`config.mk`:
```
export PLATFORM = sky130hd
export DESIGN_NAME = affa_mod
export DESIGN_NICKNAME = d
export VERILOG_FILES = /design/src/rtl/affa_pkg.sv /design/src/rtl/affa_mod.sv
export SDC_FILE = /design/constraint.sdc
export NUM_CORES = 1
export LEC_CHECK = 0
export ABC_AREA = 0
export BUFFER_PORTS_ARGS = -buffer_cell sky130_fd_sc_hd__buf_2
export CORE_ASPECT_RATIO = 0.6
export CORE_MARGIN = 3
export CORE_UTILIZATION = 56
export DETAILED_ROUTE_END_ITERATION = 10
export GPL_ROUTABILITY_DRIVEN = 0
export PLACE_DENSITY_LB_ADDON = 0.2
export SETUP_SLACK_MARGIN = 0.02
export SYNTH_ARGS = -nofsm -noshare
export SYNTH_HDL_FRONTEND = slang
export SYNTH_SLANG_ARGS = --single-unit
```
`constraint.sdc`:
```
create_clock -name clk_i -period 3 [get_ports clk_i]
set_clock_uncertainty 0.2 [all_clocks]
set_input_delay 0.6 -clock clk_i [delete_from_list [all_inputs] [get_ports clk_i]]
set_output_delay 0.6 -clock clk_i [all_outputs]
set_load 0.01 [all_outputs]
```
`src/rtl/affa_pkg.sv`:
```
// Shared types and constants of the aligned first-fit chunk allocator.
package affa_pkg;

  localparam int unsigned BANKS_DEF       = 4;
  localparam int unsigned MAX_RECORDS_DEF = 1024;
  localparam int unsigned CFG_BANKS       = 4;   // register file always holds four banks
  localparam int unsigned AW              = 34;  // width of byte sums and compares
  localparam int unsigned DV_W            = 20;  // divisor / remainder width
  localparam int unsigned CFG_IDX_W       = 4;

  typedef enum logic [CFG_IDX_W-1:0] {
    CFG_B0_START = 4'd0,
    CFG_B0_END   = 4'd1,
    CFG_B1_START = 4'd2,
    CFG_B1_END   = 4'd3,
    CFG_B2_START = 4'd4,
    CFG_B2_END   = 4'd5,
    CFG_B3_START = 4'd6,
    CFG_B3_END   = 4'd7
  } cfg_idx_e;

  typedef enum logic [1:0] {
    ST_OK     = 2'd0,
    ST_FAIL   = 2'd1,
    ST_NOBANK = 2'd2
  } status_e;

  localparam logic REQ_ALLOC = 1'b0;
  localparam logic REQ_FREE  = 1'b1;

  typedef struct packed {
    logic        req_type;
    logic [31:0] size_bytes;
    logic [1:0]  bank;
    logic [16:0] alignment;
    logic [31:0] address;
  } req_t;

  typedef struct packed {
    logic [1:0]  status;
    logic [31:0] data_address;
  } rsp_t;

  typedef struct packed {
    logic            start;
    logic [AW-1:0]   dividend;
    logic [DV_W-1:0] divisor;
  } mod_req_t;

  typedef struct packed {
    logic            done;
    logic [DV_W-1:0] rem;
  } mod_rsp_t;

endpackage

```
`src/rtl/affa_mod.sv`:
```
// Bit-serial remainder unit, one dividend bit per cycle.
module affa_mod import affa_pkg::*; (
  input  logic     clk_i,
  input  logic     rst_ni,
  input  mod_req_t req_i,
  output mod_rsp_t rsp_o
);

  localparam int unsigned CW = $clog2(AW + 1);

  logic [AW-1:0]   shf_q, shf_d;
  logic [DV_W-1:0] rem_q, rem_d, div_q, div_d;
  logic [CW-1:0]   cnt_q, cnt_d;
  logic            run_q, run_d, done_q, done_d;
  logic [DV_W:0]   trial;

  always_comb begin
    shf_d  = shf_q;
    rem_d  = rem_q;
    div_d  = div_q;
    cnt_d  = cnt_q;
    run_d  = run_q;
    done_d = 1'b0;
    trial  = {rem_q, shf_q[AW-1]};
    if (req_i.start) begin
      shf_d = req_i.dividend;
      rem_d = '0;
      div_d = req_i.divisor;
      cnt_d = CW'(AW);
      run_d = 1'b1;
    end else if (run_q) begin
      // rem < divisor, so trial < 2*divisor: one subtract restores it
      if (trial >= {1'b0, div_q}) begin
        rem_d = DV_W'(trial - {1'b0, div_q});
      end else begin
        rem_d = trial[DV_W-1:0];
      end
      shf_d = shf_q << 1;
      cnt_d = cnt_q - 1'b1;
      if (cnt_q == CW'(1)) begin
        run_d  = 1'b0;
        done_d = 1'b1;
      end
    end
  end

  always_ff @(posedge clk_i or negedge rst_ni) begin
    if (!rst_ni) begin
      run_q  <= 1'b0;
      done_q <= 1'b0;
      cnt_q  <= '0;
    end else begin
      run_q  <= run_d;
      done_q <= done_d;
      cnt_q  <= cnt_d;
    end
  end

  always_ff @(posedge clk_i) begin
    shf_q <= shf_d;
    rem_q <= rem_d;
    div_q <= div_d;
  end

  assign rsp_o.done = done_q;
  assign rsp_o.rem  = rem_q;

endmodule

```
# Word level (Yosys, flattened, before mapping)
# Index checks and enable logic that the tools add are counted.
# totals
output_inout_bits	21
ff_bits	82
wordCells	22
# classes
magnitude_cmp	1
n_addsub	2
n_reduce_logical	1
muxes	11
eq_ne	1
# op_table
operator	count
two-way mux 34 bit	2
>= comparator 21 x 20 -> 1 bit	1
two-way mux 20 bit	1
subtractor 20 bit	1
two-way mux 6 bit	2
equality test 6 x 1 -> 1 bit (second input constant)	1
two-way mux 1 bit	6
subtractor 6 x 1 -> 6 bit (second input constant)	1
nonzero test 2 bit	1

# Logic depth before layout (Yosys ltp)
# logic_depth
depth_word	4
mapped_depth	12

# Least setup slack after synthesis
# No wires, ideal clock.
# synth_timing
path_kind	register to register
startpoint	register shf_q[33]
endpoint	register rem_q[18]
t_required_ns	2.726
path_stages_with_launch	13
slack_ns	0.396
period_less_slack_ns	2.604
setup_time_ns	0.074
arrival_ns	2.330
path_cell_list	edfxtp_1 -> inv_1 -> ha_1 -> inv_1 -> fa_1 -> a211oi_1 -> o21ai_0 -> nand3_1 -> a32oi_1 -> a221oi_1 -> xnor2_1 -> mux2i_1 -> o21ai_0
# synth_via
elab_chain_len	2
word_cells_on_any_way	3
cone_classes	add/sub (1); order compare (1); mux (1)
# synth_rtl
element	line_no	text
start, declared	affa_mod.sv:11	logic [AW-1:0] shf_q, shf_d;
start signal, assigned	affa_mod.sv:60	shf_q <= shf_d;
subtractor 20 bit or >= comparator 21 x 20 -> 1 bit (tied branches)	affa_mod.sv:34, affa_mod.sv:33	
two-way mux 20 bit (*)	affa_mod.sv:33	if (trial >= {1'b0, div_q}) begin
end signal, assigned	affa_mod.sv:61	rem_q <= rem_d;
end, declared	affa_mod.sv:12	logic [DV_W-1:0] rem_q, rem_d, div_q, div_d;
# Every way passes the cells marked *; elsewhere a longest branch is shown, timed or not.
# A chain may end at the register's enable or synchronous reset.

# Final worst setup path
# Ends and elaborated chain as after synthesis.

==> results.sh <==
export IMPL_status="completed"
export IMPL_met3_usage_pct=6.54
export IMPL_clk_pin_slew_ns=0.06
export IMPL_drt_iter0_markers=275
export IMPL_power_density_mw_per_mm2=591
export IMPL_syn_nets=457
export IMPL_met1_usage_pct=31.8
export IMPL_utilization_pct=73.7
export IMPL_ant_nets=0
export IMPL_vias=3242
export IMPL_crit_required_ns=3.06
export IMPL_slew_violations=0
export IMPL_insertion_delay_ns=0.34
export IMPL_synthArstFlopShare_pct=9.76
export IMPL_leakage_nw=2.28
export IMPL_tritoncts="built"
export IMPL_syn_inst=377
export IMPL_wl_mm=9.97
export IMPL_cp_slowest_cell="fa_1"
export IMPL_crit_fanout=3
export IMPL_coreArea_mm2=0.00699
export IMPL_die_area_mm2=0.00869
export IMPL_ctsHtreeMaxLevel=3
export IMPL_port_buffer_count=77
export IMPL_wire_per_inst_um=17.6
export IMPL_fin_tns_setup_ns=0
export IMPL_synthToLayoutAreaGrowth_pct=21.5
export IMPL_synth_area_per_cell_um2=11.2
export IMPL_crit_start="shf_q[33]"
export IMPL_dieHeight_um=73.4
export IMPL_antenna_found_initial=0
export IMPL_route_detailed_drc=0
export IMPL_ys_seq_elements=82
export IMPL_min_from="req_i[3]"
export IMPL_grt_busiest_layer="met2"
export IMPL_worst_slew_pin_slew_ns=0.519
export IMPL_cp_arrival_ns=2.90
export IMPL_setup_violations=0
export IMPL_fin_nets=540
export IMPL_die_w_um=118
export IMPL_hold_path_class="in2reg"
export IMPL_min_period_ns=2.84
export IMPL_clockRootBuffer="clkbuf_16"
export IMPL_finalCritPeriodShare_pct=94.8
export IMPL_io_pins=78
export IMPL_grtUsageMet2_pct=36.8
export IMPL_criticalPathCategory="reg2reg"
export IMPL_worstRegToRegCells=12
export IMPL_max_stage_delay_ns=0.45
export IMPL_cts_sinks=82
export IMPL_path_cells="inv_1, ha_1, inv_1, fa_1, a211oi_2, o21ai_1, nand3_1, a32oi_2, a221oi_2, xnor2_1, mux2i_1, o21ai_1"
export IMPL_numCtsBuffers=9
export IMPL_grt_pass1_vias=3103
export IMPL_vias_per_cell=5.74
export IMPL_maxSlewHeadroom_pct=64.9
export IMPL_yosysWarningCount=0
export IMPL_yosysSeqAreaShare_pct=52.4
export IMPL_drv_cap=0
export IMPL_synth_edf_count=54
export IMPL_max_freq_mhz=352
export IMPL_ir_drop_mv=0.370
export IMPL_start_util_pct=60.6
export IMPL_track_usage_pct=23.6
export IMPL_firstDrtPassIters=5
export IMPL_finalHoldViolations=0
export IMPL_endpoint_kind="flop"
export IMPL_syn_area_mm2=0.00424
export IMPL_cts_path_max_buffers=2
export IMPL_grt_pass1_wl_mm=15.7
export IMPL_dp_hpwl_mm=6.77
export IMPL_synth_main_ff_cell="edfxtp_1"
export IMPL_hold_depth=1
export IMPL_n_antenna_cell=0
export IMPL_drive_gt1_share_pct=30.8
export IMPL_r2r_start="shf_q[33]"
export IMPL_synth_cell_type_count=47
export IMPL_grt_max_degree=35
export IMPL_row_count=23
export IMPL_grt_setup_unrepaired="true"
export IMPL_cts_setup_buffers=0
export IMPL_cp_start_kind="flop"
export IMPL_grt_overflow_total=0
synthesized netlist by cell type (2+ instances only):
master	n	area, um2
o21bai_1	2	15.0
a211oi_1	10	75.1
buf_4	2	15.0
nand4_1	3	18.8
mux2i_1	5	50.1
a31oi_1	2	12.5
a32oi_1	5	43.8
o21a_1	3	22.5
mux2_2	33	372
nor3_1	3	15.0
edfxtp_1	54	1620
nor2b_1	3	18.8
o21ai_0	25	125
xnor2_1	12	105
nand2b_1	5	31.3
and2_1	2	12.5
xor2_1	7	61.3
a21oi_1	19	95.1
nor2_1	35	131
clkbuf_1	12	45.0
nand3_1	4	20.0
ha_1	22	275
dfxtp_1	20	400
a22oi_1	2	15.0
inv_1	29	109
a21o_1	7	52.6
nand2_1	23	86.3
dfrtp_1	8	200
or3_1	2	12.5
placed cells by master (no fill, tap or decap), types with 9 or more instances in the layout:
cell type,Yosys,final
inv_1,29,29
mux2_2,33,33
edfxtp_1,54,54
xnor2_1,12,12
nand2_1,23,23
dfxtp_1,20,19
o21ai_0,25,23
a211oi_1,10,9
nor2_1,35,35
a21oi_1,19,19
ha_1,22,22
buf_2,1,77
clkbuf_16,0,9
power by group:
part           switching, W  internal [W]
sequential        0.0000501       0.00131
combinational      0.000220      0.000196
clock              0.000448      0.000816
total              0.000719       0.00232
worst max-delay path, delay by kind of cell, from the launching register on:
kind	cells	cell delay [ns]
mux	1	0.09
flops	1	0.39
simple gates	1	0.15
xor+xnor	1	0.15
fa+ha+maj	2	0.62
compound gates	5	1.03
buf+inv	2	0.13
per-stage QoR:
| stage | power (W) | cell area (um2) | cells | setup WS, ns | hold WS (ns) |
|---|---|---|---|---|---|
| 4_1_cts | 0.00305 | 5110 | 564 | 0.0431 | 0.220 |
| 2_1_floorplan | 0.00164 | 4240 | 377 | 0.396 | 0.104 |
| 3_3_place_gp | 0.00176 | 4750 | 547 | 0.231 | 0.251 |
| 5_1_grt | 0.00316 | 5150 | 565 | -0.00895 | 0.219 |
| 3_5_place_dp | 0.00178 | 4750 | 547 | 0.0775 | 0.252 |
| 6_report | 0.00304 | 5150 | 565 | 0.157 | 0.232 |
per-layer routing:
metal / up-vias / wire [um] / share of wire [%]
met2: 124 / 4590 / 46
met1: 1573 / 4490 / 45
met5: - / 0 / 0
met4: 0 / 187 / 1.9
met3: 15 / 694 / 7.0
li1: 1530 / - / -
what timing repair did:
item	4_1_cts	5_1_grt
endpoints found under the hold margin	8	0
resized for setup	0	11
setup endpoints to repair	0	18
hold buffers	1	0
final cells by class:
cell class,instances,area [um2]
Clock buffer,10,229
Clock inverter,6,114
Fill cell,529,1840
Inverter,29,109
Multi-Input combinational cell,250,1870
Sequential cell,82,2220
Tap cell,100,125
Timing Repair Buffer,88,487
logic make-up after synthesis:
| kind of cell | count (synthesis) | synth area share (%) |
|---|---|---|
| AO/OA/AOI/OAI | 86 | 13.4 |
| XOR/XNOR | 19 | 3.92 |
| adder cells (fa/ha/maj) | 23 | 6.96 |
| buffers and inverters | 45 | 4.37 |
| flip-flops | 82 | 52.4 |
| multiplexers | 38 | 9.94 |
| AND/OR/NAND/NOR | 84 | 8.97 |
sequential cells by signal (all words and copies together) (netlist names):
| name | cells |
|---|---|
| run_q | 1 |
| div_q | 20 |
| shf_q | 34 |
| cnt_q | 6 |
| rem_q | 20 |
| done_q | 1 |
final timing paths:
kind,endpoint,slack (ns)
worst max-delay path,rem_q[18],0.16
worst min-delay path,div_q[3],0.23
worst max register to register,rem_q[18],0.16
worst min register to register,rem_q[17],0.32
max in group asynchronous,cnt_q[3],2.00
min in group asynchronous,cnt_q[0],0.43
(Power assumes the default switching activity.)
